File: config.mk
export PLATFORM = sky130hd
export DESIGN_NAME = ipv4_ingress_header_classifier_flat
export DESIGN_NICKNAME = d
export VERILOG_FILES = /design/src/sv/ihc_pkg.sv /design/src/sv/ihc_if.sv /design/src/sv/ihc_front.sv /design/src/sv/ihc_queue.sv /design/src/sv/ihc_back.sv /design/src/sv/ipv4_ingress_header_classifier.sv /design/src/flat_wrapper.sv
export SDC_FILE = /design/constraint.sdc
export NUM_CORES = 1
export LEC_CHECK = 0
export BUFFER_PORTS_ARGS = -buffer_cell sky130_fd_sc_hd__buf_2
export CAP_MARGIN = 20
export CORE_MARGIN = 3
export CORE_UTILIZATION = 30
export CTS_CLUSTER_DIAMETER = 80
export CTS_CLUSTER_SIZE = 8
export DETAILED_ROUTE_END_ITERATION = 16
export PLACE_DENSITY = 0.46
export SLEW_MARGIN = 20
export SYNTH_ARGS = -nofsm -noshare
export SYNTH_HDL_FRONTEND = slang
export SYNTH_SLANG_ARGS = --single-unit
File: constraint.sdc
create_clock -name clk -period 10.4 [get_ports clk]
set_input_delay 0.52 -clock clk [delete_from_list [all_inputs] [get_ports clk]]
set_output_delay 0.52 -clock clk [all_outputs]
set_load 0.005 [all_outputs]
File: src/sv/ihc_pkg.sv
// ihc_pkg: shared types, codes and helpers of the ipv4 ingress header classifier
// no dependencies; imported by every module of the block
`default_nettype none

package ihc_pkg;

  // verdict codes
  typedef enum logic [3:0] {
    V_DROP      = 4'd0,
    V_LOCAL_TTL = 4'd1,
    V_ICMP      = 4'd2,
    V_TCP       = 4'd3,
    V_UDP       = 4'd4,
    V_OSPF      = 4'd5,
    V_UNREACH   = 4'd6,
    V_FORWARD   = 4'd7,
    V_FWD_TTL   = 4'd8
  } verdict_t;

  // error cause codes, in check order
  typedef enum logic [2:0] {
    E_NONE     = 3'd0,
    E_VERSION  = 3'd1,
    E_HLEN     = 3'd2,
    E_TOTLEN   = 3'd3,
    E_CHECKSUM = 3'd4,
    E_FRAGMENT = 3'd5
  } err_t;

  // configuration register indexes
  localparam logic [1:0] CFG_IFACE_ADDR = 2'd0;
  localparam logic [1:0] CFG_SPF_ADDR   = 2'd1;
  localparam logic [1:0] CFG_MIN_LEN    = 2'd2;
  localparam logic [1:0] CFG_MAX_LEN    = 2'd3;

  localparam int unsigned CFG_IDX_W  = 2;
  localparam int unsigned CFG_DATA_W = 32;

  // header constants
  localparam logic [3:0]  IPV4_VERSION = 4'd4;
  localparam logic [3:0]  COUNT_MAX    = 4'hF;
  localparam logic [15:0] FLAGS_DF     = 16'h4000;
  localparam logic [15:0] FLAGS_NONE   = 16'h0000;
  localparam logic [7:0]  PROTO_ICMP   = 8'd1;
  localparam logic [7:0]  PROTO_TCP    = 8'd6;
  localparam logic [7:0]  PROTO_UDP    = 8'd17;
  localparam logic [7:0]  PROTO_OSPF   = 8'd89;

  // word positions inside the header
  localparam logic [3:0] POS_LEN   = 4'd0;
  localparam logic [3:0] POS_FRAG  = 4'd1;
  localparam logic [3:0] POS_TTL   = 4'd2;
  localparam logic [3:0] POS_DEST  = 4'd4;

  // configuration register set
  typedef struct packed {
    logic [31:0] iface_addr;
    logic [31:0] spf_addr;
    logic [15:0] min_len;
    logic [15:0] max_len;
  } cfg_t;

  // one collected header, handed from front to back
  typedef struct packed {
    logic [7:0]  ver_hlen;
    logic [15:0] total_len;
    logic [15:0] flags_off;
    logic [7:0]  ttl;
    logic [7:0]  proto;
    logic [31:0] dest;
    logic [15:0] recv_chk;
    logic [15:0] sum;
    logic [3:0]  count;
  } hdr_rec_t;

  // two-step ones-complement fold of a sum of up to three 16-bit terms
  function automatic logic [15:0] fold16(input logic [17:0] x);
    logic [16:0] t;
    logic [16:0] r;
    t = {1'b0, x[15:0]} + {15'd0, x[17:16]};
    r = {1'b0, t[15:0]} + {16'd0, t[16]};
    return r[15:0];
  endfunction

endpackage

`default_nettype wire

File: src/sv/ihc_if.sv
// ihc_if: valid/ready channel interfaces for header words and verdicts
// no dependencies
`default_nettype none

interface ihc_in_if;
  logic        valid;
  logic        ready;
  logic [31:0] header_word;
  logic        last_word;

  modport source (output valid, output header_word, output last_word, input ready);
  modport sink   (input valid, input header_word, input last_word, output ready);
endinterface

interface ihc_out_if;
  logic        valid;
  logic        ready;
  logic [3:0]  verdict;
  logic [2:0]  error_cause;
  logic [31:0] dest_addr;
  logic [7:0]  new_ttl;
  logic [15:0] new_checksum;
  logic [15:0] payload_length;

  modport source (output valid, output verdict, output error_cause, output dest_addr,
                  output new_ttl, output new_checksum, output payload_length,
                  input ready);
  modport sink   (input valid, input verdict, input error_cause, input dest_addr,
                  input new_ttl, input new_checksum, input payload_length,
                  output ready);
endinterface

`default_nettype wire

File: src/sv/ihc_front.sv
// ihc_front: takes header words, folds the running sum and captures fields
// depends on ihc_pkg and ihc_in_if; pushes one header record per last word
`default_nettype none

module ihc_front
  import ihc_pkg::*;
(
  input  wire logic  clk,
  input  wire logic  rst_n,
  ihc_in_if.sink     in_ch,
  input  wire logic  q_full,
  output logic       push,
  output hdr_rec_t   rec
);

  logic [3:0]  count_r;
  logic [15:0] sum_r;
  logic [7:0]  ver_hlen_r;
  logic [15:0] total_len_r;
  logic [15:0] flags_off_r;
  logic [7:0]  ttl_r;
  logic [7:0]  proto_r;
  logic [31:0] dest_r;
  logic [15:0] recv_chk_r;

  logic [3:0]  count_nxt;
  logic [15:0] sum_nxt;
  logic [7:0]  ver_hlen_nxt;
  logic [15:0] total_len_nxt;
  logic [15:0] flags_off_nxt;
  logic [7:0]  ttl_nxt;
  logic [7:0]  proto_nxt;
  logic [31:0] dest_nxt;
  logic [15:0] recv_chk_nxt;
  logic        accept;
  logic [31:0] w;

  assign in_ch.ready = !q_full;
  assign accept      = in_ch.valid && in_ch.ready;
  assign w           = in_ch.header_word;

  // capture by word position, sum everything but the ttl/proto/checksum word
  always_comb begin
    sum_nxt       = sum_r;
    ver_hlen_nxt  = ver_hlen_r;
    total_len_nxt = total_len_r;
    flags_off_nxt = flags_off_r;
    ttl_nxt       = ttl_r;
    proto_nxt     = proto_r;
    dest_nxt      = dest_r;
    recv_chk_nxt  = recv_chk_r;
    if (count_r == POS_TTL) begin
      ttl_nxt      = w[31:24];
      proto_nxt    = w[23:16];
      recv_chk_nxt = w[15:0];
    end else begin
      sum_nxt = fold16({2'b00, sum_r} + {2'b00, w[31:16]} + {2'b00, w[15:0]});
      if (count_r == POS_LEN) begin
        ver_hlen_nxt  = w[31:24];
        total_len_nxt = w[15:0];
      end else if (count_r == POS_FRAG) begin
        flags_off_nxt = w[15:0];
      end else if (count_r == POS_DEST) begin
        dest_nxt = w;
      end
    end
    count_nxt = (count_r == COUNT_MAX) ? count_r : count_r + 4'd1;
  end

  // record of the finished header
  assign push = accept && in_ch.last_word;
  always_comb begin
    rec.ver_hlen  = ver_hlen_nxt;
    rec.total_len = total_len_nxt;
    rec.flags_off = flags_off_nxt;
    rec.ttl       = ttl_nxt;
    rec.proto     = proto_nxt;
    rec.dest      = dest_nxt;
    rec.recv_chk  = recv_chk_nxt;
    rec.sum       = sum_nxt;
    rec.count     = count_nxt;
  end

  // collection state, cleared after every last word
  always_ff @(posedge clk) begin
    if (!rst_n || push) begin
      count_r     <= '0;
      sum_r       <= '0;
      ver_hlen_r  <= '0;
      total_len_r <= '0;
      flags_off_r <= '0;
      ttl_r       <= '0;
      proto_r     <= '0;
      dest_r      <= '0;
      recv_chk_r  <= '0;
    end else if (accept) begin
      count_r     <= count_nxt;
      sum_r       <= sum_nxt;
      ver_hlen_r  <= ver_hlen_nxt;
      total_len_r <= total_len_nxt;
      flags_off_r <= flags_off_nxt;
      ttl_r       <= ttl_nxt;
      proto_r     <= proto_nxt;
      dest_r      <= dest_nxt;
      recv_chk_r  <= recv_chk_nxt;
    end
  end

endmodule

`default_nettype wire

File: src/sv/ihc_queue.sv
// ihc_queue: two-entry queue of header records between front and back
// depends on ihc_pkg
`default_nettype none

module ihc_queue
  import ihc_pkg::*;
(
  input  wire logic      clk,
  input  wire logic      rst_n,
  input  wire logic      push,
  input  wire hdr_rec_t  push_rec,
  input  wire logic      pop,
  output logic           full,
  output logic           q_valid,
  output hdr_rec_t       head
);

  hdr_rec_t   mem_r [2];
  logic       wr_ptr_r;
  logic       rd_ptr_r;
  logic [1:0] cnt_r;

  assign full    = (cnt_r == 2'd2);
  assign q_valid = (cnt_r != 2'd0);
  assign head    = mem_r[rd_ptr_r];

  // entry storage
  always_ff @(posedge clk) begin
    if (push) begin
      mem_r[wr_ptr_r] <= push_rec;
    end
  end

  // pointers and fill count
  always_ff @(posedge clk) begin
    if (!rst_n) begin
      wr_ptr_r <= 1'b0;
      rd_ptr_r <= 1'b0;
      cnt_r    <= 2'd0;
    end else begin
      if (push) begin
        wr_ptr_r <= !wr_ptr_r;
      end
      if (pop) begin
        rd_ptr_r <= !rd_ptr_r;
      end
      unique case ({push, pop})
        2'b10:   cnt_r <= cnt_r + 2'd1;
        2'b01:   cnt_r <= cnt_r - 2'd1;
        default: cnt_r <= cnt_r;
      endcase
    end
  end

`ifndef SYNTHESIS
  // no write into a full queue, no read from an empty one
  a_no_overflow: assert property (@(posedge clk) disable iff (!rst_n) full |-> !push)
    else $error("header queue overflow");
  a_no_underflow: assert property (@(posedge clk) disable iff (!rst_n) pop |-> q_valid)
    else $error("header queue underflow");
  // fill count never exceeds the depth
  a_cnt_range: assert property (@(posedge clk) disable iff (!rst_n) cnt_r != 2'd3)
    else $error("header queue count out of range");
`endif

endmodule

`default_nettype wire

File: src/sv/ihc_back.sv
// ihc_back: checks one header record, classifies it and holds the verdict
// depends on ihc_pkg and ihc_out_if
`default_nettype none

module ihc_back
  import ihc_pkg::*;
#(
  parameter int unsigned HEADER_WORDS = 5
)(
  input  wire logic      clk,
  input  wire logic      rst_n,
  input  wire cfg_t      cfg,
  input  wire logic      q_valid,
  input  wire hdr_rec_t  head,
  output logic           pop,
  ihc_out_if.source      out_ch
);

  localparam logic [3:0]  HLEN_EXP  = 4'(HEADER_WORDS);
  localparam logic [15:0] HDR_BYTES = 16'(HEADER_WORDS * 4);

  logic        valid_r;
  verdict_t    verdict_r;
  err_t        err_r;
  logic [31:0] dest_r;
  logic [7:0]  ttl_out_r;
  logic [15:0] chk_out_r;
  logic [15:0] payload_r;

  verdict_t    verdict_nxt;
  err_t        err_nxt;
  logic [7:0]  ttl_out_nxt;
  logic [15:0] chk_out_nxt;
  logic [15:0] payload_nxt;
  logic [15:0] computed;
  logic [7:0]  ttl_dec;
  logic        is_local;

  assign pop = q_valid && (!valid_r || out_ch.ready);

  // checksum of the received header and of the forwarded one
  assign computed = ~fold16({2'b00, head.sum} + {2'b00, head.ttl, head.proto});
  assign ttl_dec  = head.ttl - 8'd1;
  assign is_local = (head.dest == cfg.iface_addr) || (head.dest == cfg.spf_addr);

  // header checks in cause order
  always_comb begin
    priority if (head.ver_hlen[7:4] != IPV4_VERSION) begin
      err_nxt = E_VERSION;
    end else if (head.ver_hlen[3:0] != HLEN_EXP || head.count != HLEN_EXP) begin
      err_nxt = E_HLEN;
    end else if (head.total_len < cfg.min_len || head.total_len > cfg.max_len) begin
      err_nxt = E_TOTLEN;
    end else if (computed != head.recv_chk) begin
      err_nxt = E_CHECKSUM;
    end else if (head.flags_off != FLAGS_DF && head.flags_off != FLAGS_NONE) begin
      err_nxt = E_FRAGMENT;
    end else begin
      err_nxt = E_NONE;
    end
  end

  // verdict, ttl, checksum and payload length
  always_comb begin
    ttl_out_nxt = head.ttl;
    chk_out_nxt = '0;
    payload_nxt = '0;
    verdict_nxt = V_DROP;
    if (err_nxt == E_NONE) begin
      payload_nxt = (head.total_len > HDR_BYTES) ? head.total_len - HDR_BYTES : '0;
      if (is_local) begin
        priority if (head.ttl == 8'd1)         verdict_nxt = V_LOCAL_TTL;
        else if (head.proto == PROTO_ICMP)     verdict_nxt = V_ICMP;
        else if (head.proto == PROTO_TCP)      verdict_nxt = V_TCP;
        else if (head.proto == PROTO_UDP)      verdict_nxt = V_UDP;
        else if (head.proto == PROTO_OSPF)     verdict_nxt = V_OSPF;
        else                                   verdict_nxt = V_UNREACH;
      end else if (head.ttl <= 8'd1) begin
        verdict_nxt = V_FWD_TTL;
      end else begin
        verdict_nxt = V_FORWARD;
        ttl_out_nxt = ttl_dec;
        chk_out_nxt = ~fold16({2'b00, head.sum} + {2'b00, ttl_dec, head.proto});
      end
    end
  end

  // output register
  always_ff @(posedge clk) begin
    if (!rst_n) begin
      valid_r <= 1'b0;
    end else if (pop) begin
      valid_r <= 1'b1;
    end else if (out_ch.ready) begin
      valid_r <= 1'b0;
    end
  end

  always_ff @(posedge clk) begin
    if (pop) begin
      verdict_r <= verdict_nxt;
      err_r     <= err_nxt;
      dest_r    <= head.dest;
      ttl_out_r <= ttl_out_nxt;
      chk_out_r <= chk_out_nxt;
      payload_r <= payload_nxt;
    end
  end

  assign out_ch.valid          = valid_r;
  assign out_ch.verdict        = verdict_r;
  assign out_ch.error_cause    = err_r;
  assign out_ch.dest_addr      = dest_r;
  assign out_ch.new_ttl        = ttl_out_r;
  assign out_ch.new_checksum   = chk_out_r;
  assign out_ch.payload_length = payload_r;

`ifndef SYNTHESIS
  // a drop always carries a cause and a non-drop never does
  a_drop_cause: assert property (@(posedge clk) disable iff (!rst_n)
    valid_r |-> ((verdict_r == V_DROP) == (err_r != E_NONE)))
    else $error("verdict and error cause disagree");
  // only a forwarded header gets a new checksum and a lowered ttl
  a_chk_fwd: assert property (@(posedge clk) disable iff (!rst_n)
    (valid_r && verdict_r != V_FORWARD) |-> (chk_out_r == 16'd0))
    else $error("checksum set on a non-forward verdict");
  // a popped record lands in the output register on the next edge
  a_pop_shows: assert property (@(posedge clk) disable iff (!rst_n) pop |=> valid_r)
    else $error("popped header not presented");
`endif

endmodule

`default_nettype wire

File: src/sv/ipv4_ingress_header_classifier.sv
// IPv4 ingress header classifier. Takes one 32-bit header word per cycle
// (first byte in the top bits, last_word on the final word) and gives one
// verdict per header: drop with a cause, a local verdict by ttl and protocol,
// or forward with ttl lowered and the checksum recomputed. A word is taken
// every cycle the queue is not full: the front collects the running
// ones-complement sum and fields, a two-entry queue carries finished headers,
// and the back checks and classifies one header per cycle while its output
// register is free or being read, into that register, to offer the verdict.
// Input stalls only while the queue is full: a verdict held in the output
// register, two more finished headers behind it. Configuration is written
// via cfg_we/cfg_index/cfg_wdata by the user while idle; nothing enforces it.
// depends on ihc_pkg, ihc_if, ihc_front, ihc_queue and ihc_back
`default_nettype none

module ipv4_ingress_header_classifier
  import ihc_pkg::*;
#(
  parameter int unsigned HEADER_WORDS = 5
)(
  input  wire logic                  clk,
  input  wire logic                  rst_n,
  ihc_in_if.sink                     in_ch,
  ihc_out_if.source                  out_ch,
  input  wire logic                  cfg_we,
  input  wire logic [CFG_IDX_W-1:0]  cfg_index,
  input  wire logic [CFG_DATA_W-1:0] cfg_wdata
);

  cfg_t     cfg_r;
  logic     q_full;
  logic     q_valid;
  logic     push;
  logic     pop;
  hdr_rec_t push_rec;
  hdr_rec_t head;

  // configuration registers
  always_ff @(posedge clk) begin
    if (!rst_n) begin
      cfg_r.iface_addr <= 32'd0;
      cfg_r.spf_addr   <= 32'hE000_0005;
      cfg_r.min_len    <= 16'd20;
      cfg_r.max_len    <= 16'd1500;
    end else if (cfg_we) begin
      unique case (cfg_index)
        CFG_IFACE_ADDR: cfg_r.iface_addr <= cfg_wdata;
        CFG_SPF_ADDR:   cfg_r.spf_addr   <= cfg_wdata;
        CFG_MIN_LEN:    cfg_r.min_len    <= cfg_wdata[15:0];
        CFG_MAX_LEN:    cfg_r.max_len    <= cfg_wdata[15:0];
        default:        cfg_r            <= cfg_r;
      endcase
    end
  end

  // word collection
  ihc_front u_front (
    .clk    (clk),
    .rst_n  (rst_n),
    .in_ch  (in_ch),
    .q_full (q_full),
    .push   (push),
    .rec    (push_rec)
  );

  // header queue
  ihc_queue u_queue (
    .clk      (clk),
    .rst_n    (rst_n),
    .push     (push),
    .push_rec (push_rec),
    .pop      (pop),
    .full     (q_full),
    .q_valid  (q_valid),
    .head     (head)
  );

  // checks and classification
  ihc_back #(
    .HEADER_WORDS (HEADER_WORDS)
  ) u_back (
    .clk     (clk),
    .rst_n   (rst_n),
    .cfg     (cfg_r),
    .q_valid (q_valid),
    .head    (head),
    .pop     (pop),
    .out_ch  (out_ch)
  );

endmodule

`default_nettype wire

File: src/flat_wrapper.sv
// flat-port wrapper written by rule: the top's interface ports become plain ports
module ipv4_ingress_header_classifier_flat import ihc_pkg::*;
#(
  parameter int unsigned HEADER_WORDS = 5
)
  (clk, rst_n, cfg_we, cfg_index, cfg_wdata, in_ch_valid, in_ch_header_word, in_ch_last_word, in_ch_ready, out_ch_valid, out_ch_verdict, out_ch_error_cause, out_ch_dest_addr, out_ch_new_ttl, out_ch_new_checksum, out_ch_payload_length, out_ch_ready);
  ihc_in_if in_ch_i ();
  ihc_out_if out_ch_i ();
  input  wire logic clk;
  input  wire logic rst_n;
  input  wire logic cfg_we;
  input  wire logic [CFG_IDX_W-1:0] cfg_index;
  input  wire logic [CFG_DATA_W-1:0] cfg_wdata;
  input wire logic [$bits(in_ch_i.valid)-1:0] in_ch_valid;
  input wire logic [$bits(in_ch_i.header_word)-1:0] in_ch_header_word;
  input wire logic [$bits(in_ch_i.last_word)-1:0] in_ch_last_word;
  output wire logic [$bits(in_ch_i.ready)-1:0] in_ch_ready;
  output wire logic [$bits(out_ch_i.valid)-1:0] out_ch_valid;
  output wire logic [$bits(out_ch_i.verdict)-1:0] out_ch_verdict;
  output wire logic [$bits(out_ch_i.error_cause)-1:0] out_ch_error_cause;
  output wire logic [$bits(out_ch_i.dest_addr)-1:0] out_ch_dest_addr;
  output wire logic [$bits(out_ch_i.new_ttl)-1:0] out_ch_new_ttl;
  output wire logic [$bits(out_ch_i.new_checksum)-1:0] out_ch_new_checksum;
  output wire logic [$bits(out_ch_i.payload_length)-1:0] out_ch_payload_length;
  input wire logic [$bits(out_ch_i.ready)-1:0] out_ch_ready;
  assign in_ch_i.valid = in_ch_valid;
  assign in_ch_i.header_word = in_ch_header_word;
  assign in_ch_i.last_word = in_ch_last_word;
  assign in_ch_ready = in_ch_i.ready;
  assign out_ch_valid = out_ch_i.valid;
  assign out_ch_verdict = out_ch_i.verdict;
  assign out_ch_error_cause = out_ch_i.error_cause;
  assign out_ch_dest_addr = out_ch_i.dest_addr;
  assign out_ch_new_ttl = out_ch_i.new_ttl;
  assign out_ch_new_checksum = out_ch_i.new_checksum;
  assign out_ch_payload_length = out_ch_i.payload_length;
  assign out_ch_i.ready = out_ch_ready;
  ipv4_ingress_header_classifier #(.HEADER_WORDS(HEADER_WORDS)) u_core (.clk(clk), .rst_n(rst_n), .in_ch(in_ch_i), .out_ch(out_ch_i), .cfg_we(cfg_we), .cfg_index(cfg_index), .cfg_wdata(cfg_wdata));
endmodule
==> Word level (Yosys, flattened, before mapping) <==
Memories as Yosys holds them, arrays and structs flattened. A register that Yosys moved wholly into a read port is not among the register bits.
Index checks and enable logic that the tools add are counted.
{ "totals": {"input_bits": 72, "mem_count": 1, "mem_bits_rw": 248, "regBits": 304, "output_inout_bits": 81, "word_cells": 133} }
{ "memory_table": {"columns": ["name", "depth", "word_bits", "read_ports", "rd_ports_with_merged_regs", "wr", "line_no", "rtl"], "rows": [
  ["u_core.u_queue.mem_r", 2, 124, 1, 1, 1, "ihc_queue.sv:18", "hdr_rec_t mem_r [2];"]
]} }
{ "op_classes": {"magnitude_cmp": 4, "mux": 38, "reduce_logical": 27, "n_eq_ne": 22, "bitwise": 3, "n_addsub": 15} }
{ "ops": {"columns": ["cell", "n"], "rows": [
  ["32-bit 2-to-1 mux", 4],
  ["16-bit 2-to-1 mux", 7],
  ["32-bit equality test", 2],
  ["8-bit 2-to-1 mux", 7],
  ["16-bit by 16-bit adder with 17-bit output", 3],
  ["16-bit by 1-bit adder with 16-bit output", 3],
  ["16-bit by 1-bit adder with 17-bit output", 2],
  ["16-bit inverter", 2],
  ["3-bit 2-to-1 mux", 8],
  ["17-bit by 16-bit adder with 18-bit output", 1],
  ["16-bit by 2-bit adder with 17-bit output", 1],
  ["8-bit by 1-bit equality test with 1-bit output (second input constant)", 2],
  ["16-bit greater-than comparator", 1],
  ["16-bit by 5-bit greater-than comparator with 1-bit output (second input constant)", 1],
  ["16-bit less-than comparator", 1],
  ["16-bit by 15-bit inequality test with 1-bit output (second input constant)", 1],
  ["16-bit inequality test", 1],
  ["16-bit nonzero test", 1],
  ["16-bit by 5-bit subtractor with 16-bit output (second input constant)", 1],
  ["4-bit 2-to-1 mux", 3],
  ["4-bit by 3-bit inequality test with 1-bit output (second input constant)", 3],
  ["2-bit AND reduction", 5],
  ["2-bit equality test (second input constant)", 4],
  ["8-bit by 3-bit equality test with 1-bit output (second input constant)", 1],
  ["24 further kinds", 44]
]} }

==> Longest topological paths before layout <==
Gate-level depths: netlist (run 1).
{ "logic_depth": {"word_depth": 12, "depth_mapped": 35, "mapped_depth_nobuf": 30} }

==> Cells and area by module <==
From an unflattened synthesis (run 1), not the netlist that was laid out.
{ "hier_totals": {"cells_unflattened": 2665, "area_unflattened_um2": 29032.8} }
{ "by_module_without_submodules": {"columns": ["module", "cells_per_inst", "n_inst", "area_each_um2", "seq_area_each_um2"], "rows": [
  ["ihc_queue", 408, 1, 9401.5, 7547.2],
  ["ihc_back", 850, 1, 8055.2, 2392.3],
  ["ihc_front", 1043, 1, 7927.6, 2482.4],
  ["ipv4_ingress_header_classifier", 364, 1, 3648.5, 1921.8]
]} }

==> Least setup slack after synthesis (run 1) <==
Ideal clock, no wire load.
{ "synth_timing": {"kind": "register to register", "start": "register with a tool-made name", "end": "register u_core.u_back.ttl_out_r[2] (netlist: u_core.u_back.out_ch.new_ttl[2]) (data pin)", "setup_ns": 0.268, "path_slack_ns": 2.138, "arrival_time_ns": 7.994, "t_required_ns": 10.132, "n_path_buf": 8, "stages_incl_launch_ff": 35, "synth_period_minus_slack_ns": 8.262, "cell_sequence": "dfxtp_1 buf_1 clkbuf_1 clkbuf_1 clkbuf_1 buf_1 clkbuf_1 mux2_2 ha_1 clkbuf_1 nand3b_1 nor2_1 a31oi_1 nand2b_1 a21oi_1 a21o_1 a21o_1 ha_1 ha_1 o211ai_1 nor4_4 nand2_1 nor3_1 ha_1 ha_1 o211ai_1 nor3b_2 a21boi_1 nand3_1 xnor2_1 and4_1 nand3_2 buf_2 nor2_1 xnor2_1"} }
{ "synth_lines": {"columns": ["element", "line_no", "rtl"], "rows": [
  ["end signal: assignment", "ihc_back.sv:104", "ttl_out_r <= ttl_out_nxt;"],
  ["end: declaration", "ihc_back.sv:26", "logic [7:0] ttl_out_r;"]
]} }

==> out/qor.yml, run 1 <==
dr_wl_met2_um: 36340
yosys.area.top_type: "edfxtp_1"
yosys_most_used_dff: "edfxtp_1"
synth_top_area_share_pct: 35.68
synth_commonest_cells: "325 x edfxtp_1, 320 x nor2_1, 268 x nand2_1, 225 x dfxtp_1, 153 x xnor2_1"
crit_fanout: 38
cts.path.max_buffers: 3
met1_length_um: 38360
htree_levels: 3
arrival_ns: 8.54
ios: 153
cts_hold_buffers: 0
drv_cap: 0
syn_nets: 2741
async_flop_share_pct: 0
clkLatencyLatePin_ns: 0.64
setup_tns_ns: 0
finalClockSkew_ns: 0.03301
synth_edf_count: 325
cts_tree: "yes"
first_pass_iters: 5
period_share_pct: 78.73
ctsResizeCount: 0
die_w_um: 308.0
max_freq_mhz: 122.1
power_density_nw_per_um2: 291.6
wl_um: 80150
overflow: 0
regArea_um2: 14270
drv_slew: 0
leakagePower_nw: 11.70
vias_per_cell: 4.897
crit_required_ns: 10.75
synth_cell_types: 88
root_buffer: "clkbuf_16"
startpoint_type: "flip-flop"
die_area_um2: 94830
hold_class: "input pin to flip-flop"
wl_per_cell_um: 20.36
netlist_area_um2: 27350
grt_pass1_wl_um: 121400
antenna_found_initial: 8
hold_viol: 0
start_util_pct: 30.34
cts_setup_buffers: 0
synth.area.top_cells: "edfxtp_1 36%, dfxtp_1 16%, mux2_2 5.9%"
post-route-min-period_ns: 8.188
multi_input_area_um2: 12330
area_growth_pct: 15.88
vdd_drop_max_v: 0.0001232
rsz0062_at_grt: "no"
top_layer_used: "met4"
yosysMostFrequentCell: "edfxtp_1"
first_iter_violations: 1260
dieHeight_um: 308.0
tightest_slew_ns: 1.050
drc: 0
status: "finished, final reports clean"
crit_type: "flip-flop to flip-flop"
grt_max_degree: 103
dp_hpwl_um: 57150
maxSlewHeadroom_pct: 29.46
cts.clk_slew.worst_paths_ns: 0.05
vias: 19278
syn_inst: 2559
core_um2: 90150
wl_met3_um: 3547
endpoint_kind: "flip-flop"
synth-seq-cells: 550
fill_cells: 8956
finalCoreUtilization_pct: 35.16
grt_pass1_vias: 19449
portBuffers: 152
yosys_warnings: 0
cts_made_buffers: 79
seq_area_frac_synth_pct: 52.15
track_usage_pct: 16.80
final_layout_size_suffix_gt1_share_pct: 16.18
syn_area_per_cell_um2: 10.69
nNetsFinal: 2878
fp-row-count: 110
gp_congestion: 0.8559
ant_nets: 0
clock_sink_count: 550
final-setup-viol-count: 0
## state kept, by name, summed over array words and instances, names as in the netlist, named ones only
register                             flops
u_core.u_back.out_ch.new_checksum       16
u_core.u_back.out_ch.new_ttl             8
u_core.u_front.proto_r                   8
u_core.u_queue.rd_ptr_r                  1
u_core.u_front.flags_off_r              15
u_core.u_front.sum_r                    16
u_core.u_back.out_ch.verdict             4
u_core.u_front.dest_r                   32
u_core.u_queue.cnt_r                     2
u_core.u_back.out_ch.dest_addr          32
u_core.u_front.ver_hlen_r                8
u_core.u_front.total_len_r              16
u_core.u_front.count_r                   4
u_core.cfg_r                            96
u_core.u_queue.mem_r                   246
u_core.u_front.ttl_r                     8
u_core.u_front.recv_chk_r               16
u_core.u_queue.wr_ptr_r                  1
u_core.u_back.out_ch.error_cause         3
u_core.u_back.out_ch.valid               1
u_core.u_back.out_ch.payload_length     16
## cell type report
type                    instances  area share [%]
flip-flops and latches        550           45.01
multi-input cells            1796           38.91
clock buffers                 133           6.908
well taps                    1176           4.642
repair buffers                171           2.850
inverters                      98           1.161
clock inverters                 8          0.4816
diodes                          5         0.03947
## placed cells by master, fill, tap and decap left out, types with 13 or more instances in the layout
cell type	count
edfxtp_1	325
nor2_1	318
nand2_1	265
dfxtp_1	224
xnor2_1	153
buf_2	152
mux2_2	143
nor3_1	139
inv_1	98
ha_1	91
a21boi_0	85
clkbuf_16	79
mux2i_1	64
a21oi_1	58
clkbuf_1	53
xor2_1	47
o21ai_0	46
nand3_1	46
nor4_1	31
nand4_1	23
a21o_1	22
o211ai_1	21
fa_1	19
buf_4	19
and3_1	16
or3_1	14
and2_1	13
## power by group
part	leakage [nW]	total (W)	switching, W	internal [W]
combinational	5.69	0.00384	0.00235	0.00148
sequential	4.90	0.00298	0.000157	0.00283
clock	1.11	0.00243	0.000988	0.00144
## stage by stage
stage	area, µm²	power [W]	hold WS (ns)	instances	worst slack, ns
after floorplan	27350	0.005723	0.4408	2559	2.138
after global routing	31680	0.009836	0.1613	3932	1.570
final	31700	0.009244	0.1463	3937	2.212
after global placement	29340	0.006811	0.4583	3791	2.439
after detailed placement	29340	0.006848	0.4602	3791	2.242
after CTS	31680	0.009324	0.1086	3932	2.234
## cells by family (layout without fill, tap and decap cells)
family	after synthesis	in the layout	share of synthesized area, %
flip-flops	550	550	52.15
adder cells (fa/ha/maj)	110	110	5.553
AND/OR/NAND/NOR	948	948	15.94
other	0	5	0
XOR/XNOR	206	206	6.834
AO/OA/AOI/OAI	324	324	8.243
multiplexers	208	208	8.312
buffers and inverters	213	410	2.973
## per-layer routing
metal / GRT usage, % / vias to the layer above
li1: - / 9367
met1: 23.32 / 9406
met2: 26.93 / 398
met3: 2.602 / 107
met4: 5.208 / 0
met5: 0 / -
## worst paths after layout
path	startpoint	end	slack (ns)	depth (start not counted)
min	cfg_wdata[30]	u_core.cfg_r[62]	0.15	3
max reg2reg	flip-flop	u_core.u_back.out_ch.new_ttl[4]	2.21	25
max	flip-flop	u_core.u_back.out_ch.new_ttl[4]	2.21	25
min reg2reg	u_core.cfg_r[22]	u_core.cfg_r[22]	0.46	2
## worst max-delay path, stage by stage, from the launching register on
cell       delay (ns)
dfxtp_4          0.73
mux2_2           0.43
ha_1             0.47
o21ai_0          0.23
o21ai_1          0.37
a31oi_1          0.18
nand2b_1         0.18
a21oi_1          0.23
a21o_1           0.16
a21o_1           0.12
ha_1             0.28
ha_1             0.30
o211ai_1         0.18
nor4_4           0.52
nand2_1          0.10
nor3_1           0.23
ha_1             0.24
o2111ai_1        0.21
nor4_1           0.71
o21ai_0          0.24
xnor2_1          0.19
nor4_1           0.25
and4_1           0.39
nand3_2          0.45
nor4_2           0.34
xor2_1           0.11
Power figures use the tool's default switching activity.
==> run 2, diff against run 1 <==
--- a/config.mk
+++ b/config.mk
@@ -5,6 +5,7 @@
 export SDC_FILE = /design/constraint.sdc
 export NUM_CORES = 1
 export LEC_CHECK = 0
+export ABC_AREA = 1
 export BUFFER_PORTS_ARGS = -buffer_cell sky130_fd_sc_hd__buf_2
 export CAP_MARGIN = 20
 export CORE_MARGIN = 3
==> constraint.sdc (replaced) <==
create_clock -name clk -period 7.9 [get_ports clk]
set_input_delay 0.395 -clock clk [delete_from_list [all_inputs] [get_ports clk]]
set_output_delay 0.395 -clock clk [all_outputs]
set_load 0.005 [all_outputs]
==> run 2 against run 1 <==
Clock skew shrank 0.00057 ns. Utilization increased by 0.14 points. Design area up 0.41%. Combinational power is 31% higher. Synthesized cell count increased by 24%. Sequential share of layout area fell by 0.18 points. First-iteration DRC count fell by 0.24%. Die area is essentially flat. Fmax rose by 17%. Sequential power is 27% higher. Hold slack worse by 0.11 ns. Global-route usage decreased by 0.55 points. Critical endpoint is now u_core.u_back.out_ch.new_ttl[6]. Largest cell class unchanged.
==> out/qor.yml, run 2 <==
crit_type: "flip-flop to flip-flop"
cts.path.max_buffers: 3  # unchanged
vias_per_cell: 4.602  # -6.0%
critPathMaxStageDelay_ns: 0.39  # -0.34 ns
track_usage_pct: 16.24  # -0.55 points
netlist_area_um2: 27350  # about the same
p_int_w: 0.007074  # +23%
largest_register_ffs: 246  # unchanged
final_area_um2: 31830  # +0.41%
area_growth_pct: 16.36
pwr-share-comb_pct: 42.0  # +0.5 points
vias: 21038  # +9.1%
hold_end: "u_core.cfg_r[50]"
timing.reg2reg.setup_slack_ns: 0.92  # -1.29 ns
final_common_cell: "nand2_1"
clkLatencyLatePin_ns: 0.64  # about the same
startpoint_type: "flip-flop"
dieHeight_um: 307.9  # about the same
endpoint_kind: "flip-flop"
drc: 0  # unchanged
power_frac_clock_pct: 26.6  # +0.4 points
top_regs: "u_core.u_queue.mem_r: 246 flops, u_core.cfg_r: 96 flops"
synth_commonest_cells: "694 x nand2_1, 402 x nor2_1, 353 x o21ai_0, 340 x inv_1, 325 x edfxtp_1"
hold_viol: 0  # unchanged
final-setup-viol-count: 0  # unchanged
maxSlewHeadroom_pct: 22.10  # -7.4 points
syn_nets: 3362  # +23%
core_um2: 90150  # unchanged
clock_sink_count: 550  # unchanged
arrival_ns: 7.35  # -1.19 ns
seq_area_frac_synth_pct: 52.15  # about the same
vdd_drop_max_v: 0.0001751  # +42%
dp_hpwl_um: 55230  # -3.3%
first_pass_iters: 5  # unchanged
synth_cell_types: 53  # -40%
synth-seq-cells: 550  # unchanged
overflow: 0  # unchanged
ff2ff_path_depth: 43  # +72%
crit_required_ns: 8.27  # -2.48 ns
htree_levels: 3  # unchanged
seqPwrFrac_pct: 31.5  # -0.8 points
max_flop_register: "u_core.u_queue.mem_r"
nNetsFinal: 3516  # +22%
crit_fanout: 30  # -21%
final_cell_mix: "690 x nand2_1, 398 x nor2_1, 353 x o21ai_0"
root_buffer: "clkbuf_16"
leakagePower_nw: 13.62  # +16%
drv_slew: 0  # unchanged
cp_slowest_cell: "dfxtp_4"
power_density_nw_per_um2: 377.5  # +29%
post-route-min-period_ns: 6.978  # -1.210 ns
final_layout_size_suffix_gt1_share_pct: 10.99  # -5.2 points
cts_tree: "yes"
power_w: 0.01201  # +30%
antenna_found_initial: 7  # -1
r2r-end: "u_core.u_back.out_ch.new_ttl[6]"
setup_tns_ns: 0  # unchanged
yosys_most_used_dff: "edfxtp_1"
syn_inst: 3180  # +24%
start_util_pct: 30.34  # about the same
gp_congestion: 0.8295  # -3.1%
crit_path_frequent_cell: "inv_1"
synth_top_area_share_pct: 35.68  # about the same
wl_per_cell_um: 16.98  # -17%
async_flop_share_pct: 0  # unchanged
min-delay-start: "cfg_wdata[18]"
whs_path_depth: 3  # unchanged
fp-row-count: 110  # unchanged
switching_share_pct: 41.11  # +3.3 points
power_switching_w: 0.004939  # +41%
ant_nets: 0  # unchanged
fill_cells: 9265  # +3.5%
synth.area.top_cells: "edfxtp_1 36%, dfxtp_1 16%, nand2_1 9.5%"
syn_area_per_cell_um2: 8.601  # -20%
drv_cap: 0  # unchanged
dpl-instance-area_um2: 29420  # +0.29%
wl_um: 77620  # -3.2%
grt_max_degree: 95  # -7.8%
cts.clk_slew.worst_paths_ns: 0.05  # about the same
grt_pass1_wl_um: 119300  # -1.7%
tightest_slew_ns: 1.153  # +0.1033 ns
die_w_um: 307.9  # about the same
cts_made_buffers: 79  # unchanged
finalCoreUtilization_pct: 35.30  # +0.14 points
grt_pass1_vias: 19895  # +2.3%
portBuffers: 152  # unchanged
synth_edf_count: 325  # unchanged
first_iter_violations: 1257  # -0.24%
yosys.area.top_type: "edfxtp_1"
ios: 153  # unchanged
rsz0062_at_grt: "no"
yosys_warnings: 0  # unchanged
period_share_pct: 88.32  # +9.6 points
finalClockSkew_ns: 0.03244  # -0.0005695 ns
die_area_um2: 94830  # about the same
status: "finished, final reports clean"
hold_class: "input pin to flip-flop"
yosysMostFrequentCell: "nand2_1"
max_freq_mhz: 143.3  # +17%
whs_ns: 0.03515  # -0.1112 ns
[run 2: cell count changes in the layout (fill, tap and decap cells not counted), moves of 41 or more]
| cell | change |
|---|---|
| nand3_1 | +56 |
| o21ai_0 | +307 |
| xor2_1 | +41 |
| nor3_1 | -117 |
| a21boi_0 | -84 |
| inv_1 | +241 |
| nand2_1 | +425 |
| mux2i_1 | -52 |
| a21oi_1 | +94 |
| nor2_1 | +80 |
| xnor2_1 | -128 |
| mux2_2 | -143 |
[run 2: what timing repair did]
item                       CTS  global route
hold buffers                 3             0
setup endpoints to repair    0            26
hold endpoints to repair     4             0
buffers inserted             0             1
resized for setup            0             2
[run 2: critical path: cells and delay by family, from the launching register on]
kind | cells | cell delay (ns)
compound gates | 3 | 0.44
buf+inv | 9 | 0.94
simple gates | 25 | 3.54
fa+ha+maj | 5 | 1.16
xor+xnor | 1 | 0.22
flops | 1 | 0.39
[run 2: power groups by stage]
stage | clock [W] | sequential (W) | combinational [W]
floorplan | 0 | 0.00386 | 0.00354
global placement | 0 | 0.00384 | 0.00509
detailed placement | 0 | 0.00384 | 0.00506
CTS | 0.00330 | 0.00379 | 0.00509
global route | 0.00341 | 0.00382 | 0.00575
finish | 0.00319 | 0.00378 | 0.00504
[run 2: cells by family after synthesis]
family / synth area share (%)
adders and majority gates: 5.554
DFF: 52.15
buffers and inverters: 6.391
and+or+nand+nor: 21.34
AOI/OAI and AO/OA: 10.50
xor gates and xnor gates: 3.619
muxes: 0.4392
[run 2: worst max-delay path by stage]
| stage | start | end | slack [ns] | cells after the start |
|---|---|---|---|---|
| floorplan | flip-flop | u_core.u_back.out_ch.payload_length[1] | 1.18 | 47 |
| finish | flip-flop | u_core.u_back.out_ch.new_ttl[6] | 0.92 | 43 |
| global route | flip-flop | u_core.u_back.out_ch.new_checksum[14] | 0.05 | 43 |
| detailed placement | flip-flop | u_core.u_back.out_ch.payload_length[6] | 0.55 | 41 |
| CTS | flip-flop | u_core.u_back.out_ch.payload_length[7] | 0.54 | 41 |
| global placement | in_ch_header_word[1] | u_core.u_front.sum_r[14] | 0.63 | 45 |
[run 2: routing by layer]
| metal | wire length (µm) | track usage (%) | vias to the layer above | part of all wire (%) |
|---|---|---|---|---|
| li1 | - | - | 10819 | - |
| met1 | 36490 | 22.13 | 9781 | 47 |
| met2 | 36660 | 27.01 | 356 | 47 |
| met3 | 3142 | 2.369 | 82 | 4.0 |
| met4 | 1330 | 4.298 | 0 | 1.7 |
| met5 | 0 | 0 | - | 0 |
[run 2: final cells by class]
class,instances,area [µm²],share of cell area [%]
Sequential cell,550,14270,44.83
Clock inverter,9,147.6,0.4639
Inverter,347,1304,4.097
Tap cell,1176,1471,4.623
Multi-Input combinational cell,2169,11400,35.81
Timing Repair Buffer,187,1039,3.263
Clock buffer,132,2197,6.904
Antenna cell,1,2.502,0.007863
[run 2: stage by stage]
| stage | setup WS [ns] | instances |
|---|---|---|
| 4_1_cts | 0.5394 | 4568 |
| 3_3_place_gp | 0.6262 | 4424 |
| 2_1_floorplan | 1.182 | 3180 |
| 5_1_grt | 0.04958 | 4570 |
| 3_5_place_dp | 0.5464 | 4424 |
| 6_report | 0.9224 | 4571 |
